--- config.mk ---
export PLATFORM = sky130hd
export DESIGN_NAME = spq_ctrl
export DESIGN_NICKNAME = d
export VERILOG_FILES = /design/src/hw/rtl/assert_macros.svh /design/src/hw/rtl/spq_pkg.sv /design/src/hw/rtl/spq_ctrl.sv
export SDC_FILE = /design/constraint.sdc
export NUM_CORES = 1
export LEC_CHECK = 0
export BUFFER_PORTS_ARGS = -buffer_cell sky130_fd_sc_hd__buf_2
export CORE_AREA = 2 2 39 41
export CTS_CLUSTER_DIAMETER = 200
export DETAILED_ROUTE_END_ITERATION = 6
export DIE_AREA = 0 0 41 43
export PLACE_DENSITY = 0.58
export SLEW_MARGIN = 20
export SYNTH_ARGS = -nofsm -noshare
export SYNTH_HDL_FRONTEND = slang
export SYNTH_SLANG_ARGS = --single-unit
--- constraint.sdc ---
create_clock -name clk_i -period 1.35 [get_ports clk_i]
set_input_delay 0.0675 -clock clk_i [delete_from_list [all_inputs] [get_ports clk_i]]
set_output_delay 0.0675 -clock clk_i [all_outputs]
set_load 0.005 [all_outputs]
--- src/hw/rtl/assert_macros.svh ---
// Assertion macros for the RTL files (included by sorted_priority_queue_top).
// Define NO_ASSERTIONS to compile them out.
`ifndef ASSERT_MACROS_SVH
`define ASSERT_MACROS_SVH
`ifndef NO_ASSERTIONS
`define ASSERT_IMPL(lbl, prop, msg) \
  lbl: assert property (@(posedge clk_i) disable iff (!rst_ni) (prop)) else $error(msg);
`define ASSERT_NEXT(lbl, ante, cons, msg) \
  lbl: assert property (@(posedge clk_i) disable iff (!rst_ni) (ante) |=> (cons)) else $error(msg);
`else
`define ASSERT_IMPL(lbl, prop, msg)
`define ASSERT_NEXT(lbl, ante, cons, msg)
`endif
`endif

--- src/hw/rtl/spq_pkg.sv ---
// Package for the sorted priority queue: widths, codes and command/status types.
// No dependencies.
`default_nettype none
package spq_pkg;
  localparam int unsigned Capacity = 16;
  localparam int unsigned TagBits  = 32;
  localparam int unsigned PriBits  = 32;
  localparam int unsigned CntBits  = 5;

  typedef enum logic [1:0] {
    CMD_ENQ = 2'd0, CMD_DEQ = 2'd1, CMD_CHG = 2'd2, CMD_CLR = 2'd3
  } cmd_e;

  typedef enum logic [2:0] {
    ST_OK = 3'd0, ST_EMPTY = 3'd1, ST_NOT_FOUND = 3'd2,
    ST_MORE_URGENT = 3'd3, ST_FULL = 3'd4
  } status_e;

  typedef enum logic [2:0] {
    OP_NONE = 3'd0, OP_INSERT = 3'd1, OP_REMOVE_HEAD = 3'd2,
    OP_REMOVE_HIT = 3'd3, OP_CLEAR = 3'd4
  } dp_op_e;

  typedef struct packed {
    dp_op_e op;
  } dp_cmd_t;

  typedef struct packed {
    logic empty;
    logic full;
    logic hit;
    logic hit_worse;
  } dp_stat_t;
endpackage
`default_nettype wire

--- src/hw/rtl/spq_ctrl.sv ---
// Controller: decodes commands, sequences remove/insert, drives the result register load.
// Depends on spq_pkg.
`default_nettype none
module spq_ctrl (
  input  wire logic              clk_i,
  input  wire logic              rst_ni,
  input  wire logic              in_valid_i,
  output logic                   in_ready_o,
  input  wire logic [1:0]        cmd_i,
  input  wire spq_pkg::dp_stat_t stat_i,
  output spq_pkg::dp_cmd_t       dp_cmd_o,
  output logic                   res_load_o,
  output logic [2:0]             res_status_o,
  output logic                   res_pop_o,
  input  wire logic              out_valid_i,
  input  wire logic              out_ready_i
);
  localparam logic [1:0] S_IDLE = 2'd0;
  localparam logic [1:0] S_REINS = 2'd1;
  localparam logic [1:0] S_LOAD = 2'd2;

  logic [1:0] state_q, state_d;
  logic       accept;
  logic [2:0] st_q, st_d;
  logic       pop_q, pop_d;

  assign in_ready_o = (state_q == S_IDLE) && (!out_valid_i || out_ready_i);
  assign accept     = in_valid_i && in_ready_o;

  always_comb begin
    state_d = state_q;
    st_d = st_q;
    pop_d = 1'b0;
    dp_cmd_o.op = spq_pkg::OP_NONE;
    res_load_o = 1'b0;
    res_status_o = st_q;
    res_pop_o = pop_q;
    unique case (state_q)
      S_IDLE: begin
        if (accept) begin
          st_d = spq_pkg::ST_OK;
          state_d = S_LOAD;
          unique case (cmd_i)
            spq_pkg::CMD_ENQ: begin
              if (stat_i.full) st_d = spq_pkg::ST_FULL;
              else dp_cmd_o.op = spq_pkg::OP_INSERT;
            end
            spq_pkg::CMD_DEQ: begin
              if (stat_i.empty) st_d = spq_pkg::ST_EMPTY;
              else begin
                dp_cmd_o.op = spq_pkg::OP_REMOVE_HEAD;
                pop_d = 1'b1;
              end
            end
            spq_pkg::CMD_CHG: begin
              if (!stat_i.hit) st_d = spq_pkg::ST_NOT_FOUND;
              else if (stat_i.hit_worse) st_d = spq_pkg::ST_MORE_URGENT;
              else begin
                dp_cmd_o.op = spq_pkg::OP_REMOVE_HIT;
                state_d = S_REINS;
              end
            end
            default: dp_cmd_o.op = spq_pkg::OP_CLEAR;
          endcase
        end
      end
      S_REINS: begin
        dp_cmd_o.op = spq_pkg::OP_INSERT;
        state_d = S_LOAD;
      end
      S_LOAD: begin
        res_load_o = 1'b1;
        state_d = S_IDLE;
      end
      default: state_d = S_IDLE;
    endcase
  end

  always_ff @(posedge clk_i or negedge rst_ni) begin
    if (!rst_ni) begin
      state_q <= S_IDLE;
      st_q <= spq_pkg::ST_OK;
      pop_q <= 1'b0;
    end else begin
      state_q <= state_d;
      if (accept) begin
        st_q <= st_d;
        pop_q <= pop_d;
      end
    end
  end
endmodule
`default_nettype wire

; ---- Yosys cells after proc, flatten, opt, wreduce, memory -nomap -nowiden
; Index checks and enable logic that the tools add are counted.
[totals]
mem_count = 0
word_cells = 36
ramBits = 0
out_inout_bits = 9
latch_bits = 0
reg_bits = 6
mem_bits_ro = 0
input_bits = 11
[classes]
magnitude_cmp = 0
shifts = 0
n_addsub = 0
mul = 0
n_mux = 21
eq_ne = 5
n_bitwise = 0
div = 0
n_reduce_logical = 7
[op_table]
columns = cell, n
row1 = $mux 2, 9
row2 = $pmux 3 s3, 2
row3 = $mux 1, 6
row4 = $mux 3, 2
row5 = $pmux 3 s2, 1
row6 = $eq 2x1->1 const B, 2
row7 = $eq 2x2->1 const B, 2
row8 = $logic_not 2->1, 2
row9 = $pmux 2 s2, 1
row10 = $logic_and 1x1->1, 2
row11 = $ne 2x2->1 const B, 1
row12 = $reduce_and 2->1, 1
row13 = $logic_not 1->1, 1
row14 = $logic_or 1x1->1, 1

; ---- Longest topological paths before layout
[logic_depth]
ltp_word = 6
mapped_depth = 4
depth_no_buf = 3

; ---- Worst setup path before layout
; Ideal clock, no wire load.
[synth_timing]
path_kind = reg2reg
startpoint = register state_q[0]
endpoint = register st_q[0], in the netlist res_status_o[0]
synth_period_minus_slack_ns = 1.077
t_arrival_ns = 0.952
path_buffers = 0
stages_incl_launch_ff = 4
setup_time_ns = 0.125
setup_slack_ns = 0.273
t_required_ns = 1.225
cell_sequence = dfrtp_1 nor2_4 nand3_4 mux2_4
[synth_between]
elab_chain_len = 4
[synth_rtl]
columns = element, line
row1 = start: declaration, spq_ctrl.sv:22  ; logic [1:0] state_q, state_d;
row2 = start signal: assignment, spq_ctrl.sv:85  ; state_q <= state_d;
row3 = $logic_not 2->1 (*), "spq_ctrl.sv:27, spq_ctrl.sv:38"
row4 = $logic_and 1x1->1, spq_ctrl.sv:27  ; assign in_ready_o = (state_q == S_IDLE) && (!out_valid_i || out_ready_i);
row5 = $logic_and 1x1->1, spq_ctrl.sv:28  ; assign accept = in_valid_i && in_ready_o;
row6 = $reduce_and 2->1 (no line) (*), n/a
row7 = end signal: assignment, spq_ctrl.sv:82  ; st_q <= spq_pkg::ST_OK;
row8 = end signal: assignment, spq_ctrl.sv:87  ; st_q <= st_d;
row9 = end: declaration, spq_ctrl.sv:24  ; logic [2:0] st_q, st_d;
; Mark *: on every way between the ends. The rest lies on a longest branch, timed or not.
; A chain may end at the register's enable or synchronous reset.

==> run_results.csv <==
group,metric,value,unit
placed_design,gp_congestion,0.6844,
routing,post-route-drc-count,0,
worst_setup_path,path_cells,"nor2_4, nand3_4, a21oi_1, buf_2",
outcome,status,"complete, no violations",
sta,final_hold_viol_count,0,
die,row_count,14,
routing,ant_nets,0,
logic_synthesis,synth_edf_count,0,
die,dieHeight,43,um
worst_setup_path,slowest_stage,"dfrtp_2",
routing,drtPass1Iterations,2,
sta,setup_violations,0,
finish,final_common_cell,"buf_2",
worst_setup_path,slowest_delay,0.44,ns
logic_synthesis,yosys_warnings,0,
sta,fmax,0.7865,GHz
finish,n_antenna_cell,0,
grt,grt.overflow.total,0,
power_and_ir_drop,p_per_area,907.4,nW/um^2
clock_tree,cts_tree,"built",
routing,via_per_inst,4.358,
placed_design,place_inst,71,
logic_synthesis,postSynthAreaPerCell,10.11,sq um
die,initial_core_util,27.76,%
worst_setup_path,cp.arrival,1.20,ns
sta,drv_slew,0,
placed_design,portBuffers,19,
grt,grt_max_degree,11,
logic_synthesis,synth_compound_area_share,7.492,%
die,core_area,1384,sq um
clock_tree,cts.sinks,6,
logic_synthesis,synth.distinct_cells,23,
sta,worst_pin_slew,0.2436,ns
clock_tree,cts_root_buf,"clkbuf_4",
sta,fin_skew,0.001190,ns
sta,fin_crit_sh,94.18,%
logic_synthesis,netlist_area,384.1,sq um
placed_design,post-dp-hpwl,651.7,um
sta,fin_crit,1.271,ns
logic_synthesis,synth_ff_type,"dfrtp_1",
finish,drive_gt1_share,53.85,%
worst_setup_path,cp_max_fo,7,
worst_setup_path,cp_data_required_time,1.28,ns
finish,fin_nets,78,
clock_tree,clk_pin_slew_worst_paths,0.04,ns
routing,drtIter0Drc,3,
sta,whs,0.1429,ns
worst_setup_path,startpoint_type,"flop",
grt,first_global_vias,287,
finish,area_growth,48.53,%
power_and_ir_drop,p_leak,0.3037,nW
logic_synthesis,seq_area_frac_synth,39.09,%
logic_synthesis,ys_ff_latch,6,
flow_run,cap_violations,0,
die,pin_count,20,
grt,antenna_found_initial,0,
clock_tree,clk_latency,0.25,ns
clock_tree,numCtsBuffers,3,
finish,fin_cells,81,
sta,rsz0062_at_grt,"true",
min_path,holdCritPathClass,"in -> reg",
die,die_area,1763,sq um
finish,finalInstanceArea,570.5,sq um
grt,grt.total_usage,11.06,%
routing,wire_per_inst,10.43,um
logic_synthesis,syn_inst,38,
sta,max_slew_margin,83.55,%
logic_synthesis,synth_mux_area_share,14.33,%
logic_synthesis,synth_xor_area_share,0,%
routing,wl,845,um
worst_setup_path,criticalPathCategory,"reg -> out",
clock_tree,cts_buffer_depth,2,
power_and_ir_drop,max-vdd-ir-drop,0.0001787,V
logic_synthesis,synth_top_family_by_area,"simple AND/OR/NAND/NOR gates",
placed_design,dpl_cell_area,486.7,sq um
logic_synthesis,syn_nets,49,
logic_synthesis,async_flop_share,100.0,%
clock_tree,htreeDepth,1,
die,dieWidth,41,um
sta,tns,0,ns
logic_synthesis,synth_simple_gate_area_share,34.85,%
worst_setup_path,crit_path_end_kind,"output port",
finish,final_cell_mix,"buf_2 (19), buf_4 (6), dfrtp_1 (5)",
logic_synthesis,synthAdderAreaFrac,0,%
routing,vias,353,
grt,grt_pass1_wl,1221,um
## worst max-delay path, delay by kind of cell, from the launching register on
kind	cells	cell delay [ns]
compound gates	1	0.15
buf+inv	1	0.13
flops	1	0.44
simple gates	2	0.24
## cell type report
| type | count | area (sq um) |
|---|---|---|
| Multi-Input combinational cell | 29 | 222.7 |
| Sequential cell | 6 | 151.4 |
| Fill cell | 147 | 813.3 |
| Timing Repair Buffer | 26 | 150.1 |
| Inverter | 1 | 3.754 |
| Tap cell | 16 | 20.02 |
| Clock buffer | 3 | 22.52 |
## per-stage QoR
stage	utilization, %	setup slack (ns)	power (mW)
after floorplan	-	0.2734	0.2812
after global placement	35.17	0.2216	0.3283
after detailed placement	35.17	0.2040	0.3293
after CTS	37.97	0.005465	0.5081
after global routing	41.23	-0.03154	0.5480
final	41.23	0.07854	0.5177
## where the power goes
group          internal [mW]  switching, mW  total [mW]  leakage, nW
logic                 0.0826         0.0565       0.139        0.211
registers              0.199         0.0134       0.212       0.0787
clock network          0.101         0.0657       0.166       0.0138
## repair_timing
item,4_1_cts,5_1_grt
setup endpoints to repair,1,2
endpoints found under the hold margin,6,0
pin swaps,1,1
setup buffers,0,6
hold buffers,1,0
resized for setup,2,0
## flip-flops by register name (all words and copies together) (netlist names)
name	flops
state_q	2
res_status_o	3
res_pop_o	1
## metal layers
layer / global-route usage (%) / vias up / wire length [um]
li1: - / 186 / -
met1: 12.90 / 156 / 370
met2: 14.37 / 9 / 438
met3: 1.571 / 2 / 19
met4: 14.00 / 0 / 16
met5: 0 / - / 0
## synth_stat cells (2+ instances only)
library cell / n / share of area [%]
a21oi_1: 2 / 2.6
nand2_1: 3 / 2.9
dfrtp_1: 6 / 39
mux2_4: 3 / 12
nor2_1: 3 / 2.9
nand3b_1: 2 / 3.9
nor3b_1: 2 / 3.9
o21ai_0: 2 / 2.6
## final timing paths
check                      cells after the start         endpoint             from  slack (ns)
max                                            4      dp_cmd_o[1]       state_q[1]        0.08
min                                            4        res_pop_o        stat_i[3]        0.14
max reg2reg                                    4  res_status_o[1]       state_q[1]        0.11
min reg2reg                                    1  res_status_o[0]  res_status_o[0]        0.51
max in group asynchronous                      2       state_q[1]           rst_ni        1.03
min in group asynchronous                      2        res_pop_o           rst_ni        0.17
## cell families after synthesis
| kind of cell | Yosys count |
|---|---|
| muxes | 4 |
| DFF | 6 |
| AOI/OAI and AO/OA | 5 |
| buffers and inverters | 3 |
| and+or+nand+nor | 20 |
(Power assumes the default switching activity.)
