$ cat src/hw/rtl/assert_macros.svh
// Assertion macros for the RTL files (included by sorted_priority_queue_top).
// Define NO_ASSERTIONS to compile them out.
`ifndef ASSERT_MACROS_SVH
`define ASSERT_MACROS_SVH
`ifndef NO_ASSERTIONS
`define ASSERT_IMPL(lbl, prop, msg) \
  lbl: assert property (@(posedge clk_i) disable iff (!rst_ni) (prop)) else $error(msg);
`define ASSERT_NEXT(lbl, ante, cons, msg) \
  lbl: assert property (@(posedge clk_i) disable iff (!rst_ni) (ante) |=> (cons)) else $error(msg);
`else
`define ASSERT_IMPL(lbl, prop, msg)
`define ASSERT_NEXT(lbl, ante, cons, msg)
`endif
`endif

$ cat src/hw/rtl/spq_pkg.sv
// Package for the sorted priority queue: widths, codes and command/status types.
// No dependencies.
`default_nettype none
package spq_pkg;
  localparam int unsigned Capacity = 16;
  localparam int unsigned TagBits  = 32;
  localparam int unsigned PriBits  = 32;
  localparam int unsigned CntBits  = 5;

  typedef enum logic [1:0] {
    CMD_ENQ = 2'd0, CMD_DEQ = 2'd1, CMD_CHG = 2'd2, CMD_CLR = 2'd3
  } cmd_e;

  typedef enum logic [2:0] {
    ST_OK = 3'd0, ST_EMPTY = 3'd1, ST_NOT_FOUND = 3'd2,
    ST_MORE_URGENT = 3'd3, ST_FULL = 3'd4
  } status_e;

  typedef enum logic [2:0] {
    OP_NONE = 3'd0, OP_INSERT = 3'd1, OP_REMOVE_HEAD = 3'd2,
    OP_REMOVE_HIT = 3'd3, OP_CLEAR = 3'd4
  } dp_op_e;

  typedef struct packed {
    dp_op_e op;
  } dp_cmd_t;

  typedef struct packed {
    logic empty;
    logic full;
    logic hit;
    logic hit_worse;
  } dp_stat_t;
endpackage
`default_nettype wire

$ cat src/hw/rtl/spq_datapath.sv
// Sorted cell chain: one slot per cell, parallel compare, shift insert/remove.
// Depends on spq_pkg.
`default_nettype none
module spq_datapath #(
  parameter int unsigned Capacity = spq_pkg::Capacity,
  parameter int unsigned TagBits  = spq_pkg::TagBits,
  parameter int unsigned CntBits  = $clog2(Capacity + 1)
) (
  input  wire logic                       clk_i,
  input  wire logic                       rst_ni,
  input  wire spq_pkg::dp_cmd_t           cmd_i,
  input  wire logic [TagBits-1:0]         tag_i,
  input  wire logic signed [31:0]         pri_i,
  output spq_pkg::dp_stat_t               stat_o,
  output logic [TagBits-1:0]              head_tag_o,
  output logic signed [31:0]              head_pri_o,
  output logic [CntBits-1:0]              count_o
);
  logic [TagBits-1:0]     tag_q [Capacity];
  logic signed [31:0]     pri_q [Capacity];
  logic [Capacity-1:0]    occ_q, occ_d;
  logic [CntBits-1:0]     cnt_q, cnt_d;
  logic [Capacity-1:0]    ahead, match, first;
  logic [Capacity-1:0]    at_or_after;

  always_comb begin
    for (int i = 0; i < Capacity; i++) begin
      ahead[i] = occ_q[i] && (pri_q[i] < pri_i || (pri_q[i] == pri_i && tag_q[i] < tag_i));
      match[i] = occ_q[i] && (tag_q[i] == tag_i);
    end
    first = match & ~(match - Capacity'(1));
    at_or_after = (first - Capacity'(1)) ^ {Capacity{1'b1}};
  end

  always_comb begin
    stat_o.empty = !occ_q[0];
    stat_o.full  = occ_q[Capacity-1];
    stat_o.hit   = |match;
    stat_o.hit_worse = 1'b0;
    for (int i = 0; i < Capacity; i++) begin
      if (first[i] && pri_i > pri_q[i]) stat_o.hit_worse = 1'b1;
    end
  end

  always_comb begin
    occ_d = occ_q;
    cnt_d = cnt_q;
    unique case (cmd_i.op)
      spq_pkg::OP_INSERT: begin
        occ_d = {occ_q[Capacity-2:0], 1'b1};
        cnt_d = cnt_q + CntBits'(1);
      end
      spq_pkg::OP_REMOVE_HEAD, spq_pkg::OP_REMOVE_HIT: begin
        occ_d = occ_q >> 1;
        cnt_d = cnt_q - CntBits'(1);
      end
      spq_pkg::OP_CLEAR: begin
        occ_d = '0;
        cnt_d = '0;
      end
      default: ;
    endcase
  end

  always_ff @(posedge clk_i or negedge rst_ni) begin
    if (!rst_ni) begin
      occ_q <= '0;
      cnt_q <= '0;
    end else begin
      occ_q <= occ_d;
      cnt_q <= cnt_d;
    end
  end

  always_ff @(posedge clk_i) begin
    for (int i = 0; i < Capacity; i++) begin
      case (cmd_i.op)
        spq_pkg::OP_INSERT: begin
          if (!ahead[i]) begin
            if (i == 0 || ahead[i-1 < 0 ? 0 : i-1]) begin
              tag_q[i] <= tag_i;
              pri_q[i] <= pri_i;
            end else begin
              tag_q[i] <= tag_q[i-1 < 0 ? 0 : i-1];
              pri_q[i] <= pri_q[i-1 < 0 ? 0 : i-1];
            end
          end
        end
        spq_pkg::OP_REMOVE_HEAD: begin
          if (i < Capacity - 1) begin
            tag_q[i] <= tag_q[i+1 >= Capacity ? i : i+1];
            pri_q[i] <= pri_q[i+1 >= Capacity ? i : i+1];
          end
        end
        spq_pkg::OP_REMOVE_HIT: begin
          if (at_or_after[i] && i < Capacity - 1) begin
            tag_q[i] <= tag_q[i+1 >= Capacity ? i : i+1];
            pri_q[i] <= pri_q[i+1 >= Capacity ? i : i+1];
          end
        end
        default: ;
      endcase
    end
  end

  assign head_tag_o = tag_q[0];
  assign head_pri_o = pri_q[0];
  assign count_o    = cnt_q;
endmodule
`default_nettype wire

$ cat config.mk
export PLATFORM = sky130hd
export DESIGN_NAME = spq_datapath
export DESIGN_NICKNAME = d
export VERILOG_FILES = /design/src/hw/rtl/assert_macros.svh /design/src/hw/rtl/spq_pkg.sv /design/src/hw/rtl/spq_datapath.sv
export SDC_FILE = /design/constraint.sdc
export NUM_CORES = 2
export LEC_CHECK = 0
export ABC_AREA = 1
export BUFFER_PORTS_ARGS = -buffer_cell sky130_fd_sc_hd__clkbuf_2
export CAP_MARGIN = 30
export CORE_ASPECT_RATIO = 0.6
export CORE_MARGIN = 3
export CORE_UTILIZATION = 60
export CTS_CLUSTER_DIAMETER = 40
export DETAILED_ROUTE_END_ITERATION = 7
export GPL_ROUTABILITY_DRIVEN = 1
export HOLD_SLACK_MARGIN = 0.05
export PLACE_DENSITY = 0.77
export RECOVER_POWER = 50
export SYNTH_ARGS = -nofsm -noshare
export SYNTH_HDL_FRONTEND = slang
export SYNTH_SLANG_ARGS = --single-unit
$ cat constraint.sdc
create_clock -name clk_i -period 7.1 [get_ports clk_i]
set_input_delay 1.42 -clock clk_i [delete_from_list [all_inputs] [get_ports clk_i]]
set_output_delay 1.42 -clock clk_i [all_outputs]
set_load 0.02 [all_outputs]
==> After elaboration in Yosys (flattened, before gate mapping) <==
Memory sizes are Yosys's and may differ from the RTL's.
Index checks and enable logic that the tools add are counted.
{ "word_totals": {"reg_bits": 21, "ramBits": 1024, "input_bits": 69, "out_inout_bits": 73, "elab_cells": 546, "memories": 2} }
{ "mem_list": {"columns": ["memory", "depth", "word_bits", "read_ports", "rd_ports_with_merged_regs", "wr", "line", "source"], "rows": [
  ["pri_q", 16, 32, 16, 0, 16, "spq_datapath.sv:20", "logic signed [31:0] pri_q [Capacity];"],
  ["tag_q", 16, 32, 16, 0, 16, "spq_datapath.sv:19", "logic [TagBits-1:0] tag_q [Capacity];"]
]} }
{ "classes": {"addsub": 4, "order_cmp": 48, "n_eq_ne": 36, "n_mux": 277, "n_bitwise": 93, "reduce_logical": 84} }
{ "op_table": {"columns": ["operator", "n"], "rows": [
  ["32-bit two-way mux", 90],
  ["32-bit == test", 32],
  ["32-bit less-than comparator", 32],
  ["32-bit > comparator", 16],
  ["1-bit two-way mux", 185],
  ["1-bit OR", 90],
  ["1-bit logical AND", 64],
  ["16-bit case mux with 3 select lines", 1],
  ["16-bit bitwise AND", 1],
  ["1-bit logical OR", 16],
  ["16-bit NOT", 1],
  ["16-bit OR reduction", 1],
  ["16-bit by 1-bit subtractor with 16-bit output (second input constant)", 1],
  ["15-bit NOT", 1],
  ["5-bit case mux with 3 select lines", 1],
  ["15-bit by 1-bit subtractor with 15-bit output (second input constant)", 1],
  ["3-bit by 2-bit == test with 1-bit output (second input constant)", 2],
  ["5-bit by 1-bit adder with 5-bit output (second input constant)", 1],
  ["5-bit by 1-bit subtractor with 5-bit output (second input constant)", 1],
  ["3-bit by 1-bit == test with 1-bit output (second input constant)", 1],
  ["3-bit == test (second input constant)", 1],
  ["3-bit nonzero test", 1],
  ["2-bit OR reduction", 1],
  ["1-bit zero test", 1]
]} }

==> Depth between registers and ports, before layout <==
{ "logic_depth": {"depth_word": 22, "ltp_mapped": 25} }

==> Worst setup path before layout <==
OpenSTA, ideal clock, no wires.
{ "synth_timing": {"kind": "input to register", "startpoint": "input port tag_i[1]", "endpoint": "memory pri_q[15][0], in the netlist pri_q[1][224], enable pin", "arrival_time_ns": 6.257, "path_slack_ns": 0.335, "path_stages": 15, "n_path_buf": 1, "cell_sequence": "inv_1 > clkbuf_1 > ha_1 > inv_1 > nor2_1 > nor2_1 > o21ai_0 > nand2_1 > o211ai_1 > nand2_1 > o2111ai_1 > nand2_1 > nand2_1 > nand2_1 > a21oi_1"} }
{ "synth_lines": {"columns": ["item", "line", "source"], "rows": [
  ["from (decl)", "spq_datapath.sv:12", "input wire logic [TagBits-1:0] tag_i,"],
  ["to (decl)", "spq_datapath.sv:20", null]
]} }

==> flow_summary.json <==
{
  "status": "complete, but fails checks",
  "final_nets": 11500,
  "hold_buffers": 0,
  "cts.repair.resized": 0,
  "power_uw": 19900,
  "die_y_um": 293,
  "power.density_nw_per_um2": 225,
  "drtPass1Iterations": 8,
  "critPathSlowestCell": "buf_2",
  "cp-start-kind": "input pin",
  "synth_flop_cell": "edfxtp_1",
  "cts_inserted_buffers": 143,
  "grt_max_degree": 129,
  "cts_tree": "yes",
  "timing.fmax_mhz": 144,
  "die_x_um": 484,
  "yosys.area_share.adder_pct": 15.6,
  "critPathBufInv": 3,
  "peakVddDrop_uv": 182,
  "drtIter0Drc": 14100,
  "grt.total_usage_pct": 40.6,
  "stdcell_area_sq_um": 88300,
  "maxCapViolCount": 28,
  "slew_viol_final": 1365,
  "antenna_found_initial": 10,
  "root_buffer": "clkbuf_16",
  "rsz0062_at_grt": "no",
  "synth.area.top_cells": "edfxtp_1 (37%), ha_1 (16%), nand2_1 (13%)",
  "p_leak_uw": 0.0418,
  "viasPerCell": 6.48,
  "drc_errors": 9,
  "synth_top_area_share_pct": 37.4,
  "cp.arrival_ns": 7.47,
  "synth_area_sq_um": 82300,
  "relSlewSlack_pct": -68.0,
  "max_slew.worst_pin.slew_ns": 2.52,
  "worstPathRequired_ns": 7.64,
  "wl_per_cell_um": 24.2,
  "postRouteAntennaNets": 0,
  "ys_seq_elements": 1045,
  "yosys.area_share.simple_pct": 27.0,
  "synth_top_family_by_area": "simple AND/OR/NAND/NOR gates",
  "hold_viol_final": 0,
  "hp-class": "reg2reg",
  "violations": "DRC, capacitance limit, slew limit",
  "grt_pass1_vias": 71300,
  "synthMuxAreaShare_pct": 0,
  "clock_latency_ns": 0.80,
  "initial_core_util_pct": 60.9,
  "synth_cells": 10600,
  "vias": 79600,
  "gp_congestion": 1.03,
  "final_common_cell": "nand2_1",
  "synth_area_leader_cell": "edfxtp_1",
  "clock-sinks": 1045,
  "fin_crit_ns": 6.94,
  "cp-end-kind": "flop",
  "coreArea_sq_um": 135000,
  "grt_pass1_wl_um": 441000,
  "async_flop_share_pct": 2.01,
  "drt_wl_total_um": 297000,
  "finalSetupViolCount": 0,
  "grt-ovfl-total": 0,
  "die_area_sq_um": 142000,
  "yosysSeqAreaShare_pct": 38.0,
  "crit_family": "buffers and inverters",
  "pin_count": 142,
  "synth_edf_count": 1024,
  "portBuffers": 141,
  "worst-setup-path-type": "in2reg",
  "cpMostUsedCell": "nor2_1",
  "dp_hpwl_um": 221000,
  "synth_nets": 11700,
  "synth_warnings": 0,
  "crit_path_cell_trace": "clkbuf_2 -> inv_1 -> ha_1 -> nand2_1 -> nor2_1 -> nand4_1 -> nor2_1 -> nand2_1 -> nand3_1 -> nor2_1 -> nand2_1 -> nor2_4 -> nand3_2 -> o21ai_0 -> buf_2 -> nor2_1 -> o21bai_1",
  "area_delta_synth_final_pct": 7.25,
  "mostFrequentLayoutCells": "nand2_1 (2858), inv_1 (1057), ha_1 (1027)",
  "row_count": 104,
  "cpPeakStageDelay_ns": 1.87,
  "fin_crit_sh_pct": 97.7,
  "synth-xor-area-share_pct": 0.0319,
  "fin_tns_setup_ns": 0,
  "cts_setup_buffers": 0,
  "synth-compound-area-share_pct": 10.4,
  "path_max_fanout": 128,
  "fin_skew_ns": 0.0259,
  "max-clock-path-buffers": 3,
  "dpl_cell_area_sq_um": 83800,
  "drive_gt1_share_pct": 5.12,
  "finalCoreUtilization_pct": 65.3,
  "synth_cell_types": 55,
  "cts.htree.levels": 4,
  "path_clk_slew_ns": 0.06,
  "syn_area_per_cell_sq_um": 7.80,
  "fin_hold_ws_ns": 0.565
}
-- worst paths after layout --
kind                               startpoint            end  slack [ns]  cells past startpoint
worst min-delay path            pri_q[1][253]  pri_q[1][221]        0.57                      2
max in group asynchronous              rst_ni       occ_q[7]        4.74                      1
min in group asynchronous              rst_ni     count_o[3]        1.20                      1
worst max register to register    tag_q[0][7]  tag_q[0][131]        1.14                     14
worst min register to register  pri_q[1][253]  pri_q[1][221]        0.57                      2
worst max-delay path                tag_i[31]  tag_q[1][115]        0.16                     17
-- sequential cells by signal, indices dropped and copies added (netlist names) --
| name | cells |
|---|---|
| count_o | 5 |
| occ_q | 16 |
| pri_q | 512 |
| tag_q | 512 |
-- layer usage --
metal	GRT usage [%]	up-vias	wire (um)
li1	-	35900	-
met1	63.2	36600	124000
met2	48.6	6559	103000
met3	19.2	559	63300
met4	10.2	10	6900
met5	0	-	147
-- final cells by class --
cell class / instances / area (sq um)
fill: 11200 / 46900
multi-input combinational: 7782 / 43800
sequential: 1045 / 31300
inverter: 1068 / 4010
clock buffer: 165 / 3750
tap: 1802 / 2250
timing repair buffer: 319 / 2090
clock inverter: 98 / 1120
antenna: 6 / 15.0
-- cell families (layout without fill, tap and decap cells) --
family                   Yosys count  after routing
AO/OA/AOI/OAI                   1636           1636
XOR/XNOR                           3              3
adder cells (fa/ha/maj)         1028           1028
buffers and inverters           1730           1650
flip-flops                      1045           1045
other                              0              6
AND/OR/NAND/NOR                 5115           5115
-- per-stage QoR --
stage | setup slack, ns | cells
detailed placement | 0.777 | 12000
global route | 0.226 | 12300
CTS | 0.750 | 12300
floorplan | 0.335 | 10600
global placement | 0.738 | 12000
finish | 0.162 | 12300
-- cells in the mapped netlist, types with 18 or more instances --
cell / count
buf_1: 50
clkbuf_1: 258
nand4_1: 593
buf_4: 95
a21o_1: 18
o21ai_1: 300
o21ai_0: 721
ha_1: 1027
nand3_1: 866
dfrtp_1: 21
buf_2: 226
edfxtp_1: 1024
nor3_1: 57
nor2_1: 642
a21oi_1: 469
o21a_1: 34
o21bai_1: 49
nand2_1: 2865
inv_1: 1055
buf_6: 32
nand3_2: 18
-- where the power goes --
group | internal, uW | switching (uW) | total, uW
clock network | 4470 | 3160 | 7630
registers | 7440 | 361 | 7800
logic | 1270 | 3180 | 4450
-- worst reg2reg max path, delay by kind of cell (launching register included) --
kind | cells | cell delay, ns
adders and majority gates | 1 | 0.36
DFF | 1 | 0.53
buffers and inverters | 3 | 1.86
and+or+nand+nor | 10 | 2.84
No activity file was read; power rests on OpenSTA's default activity.
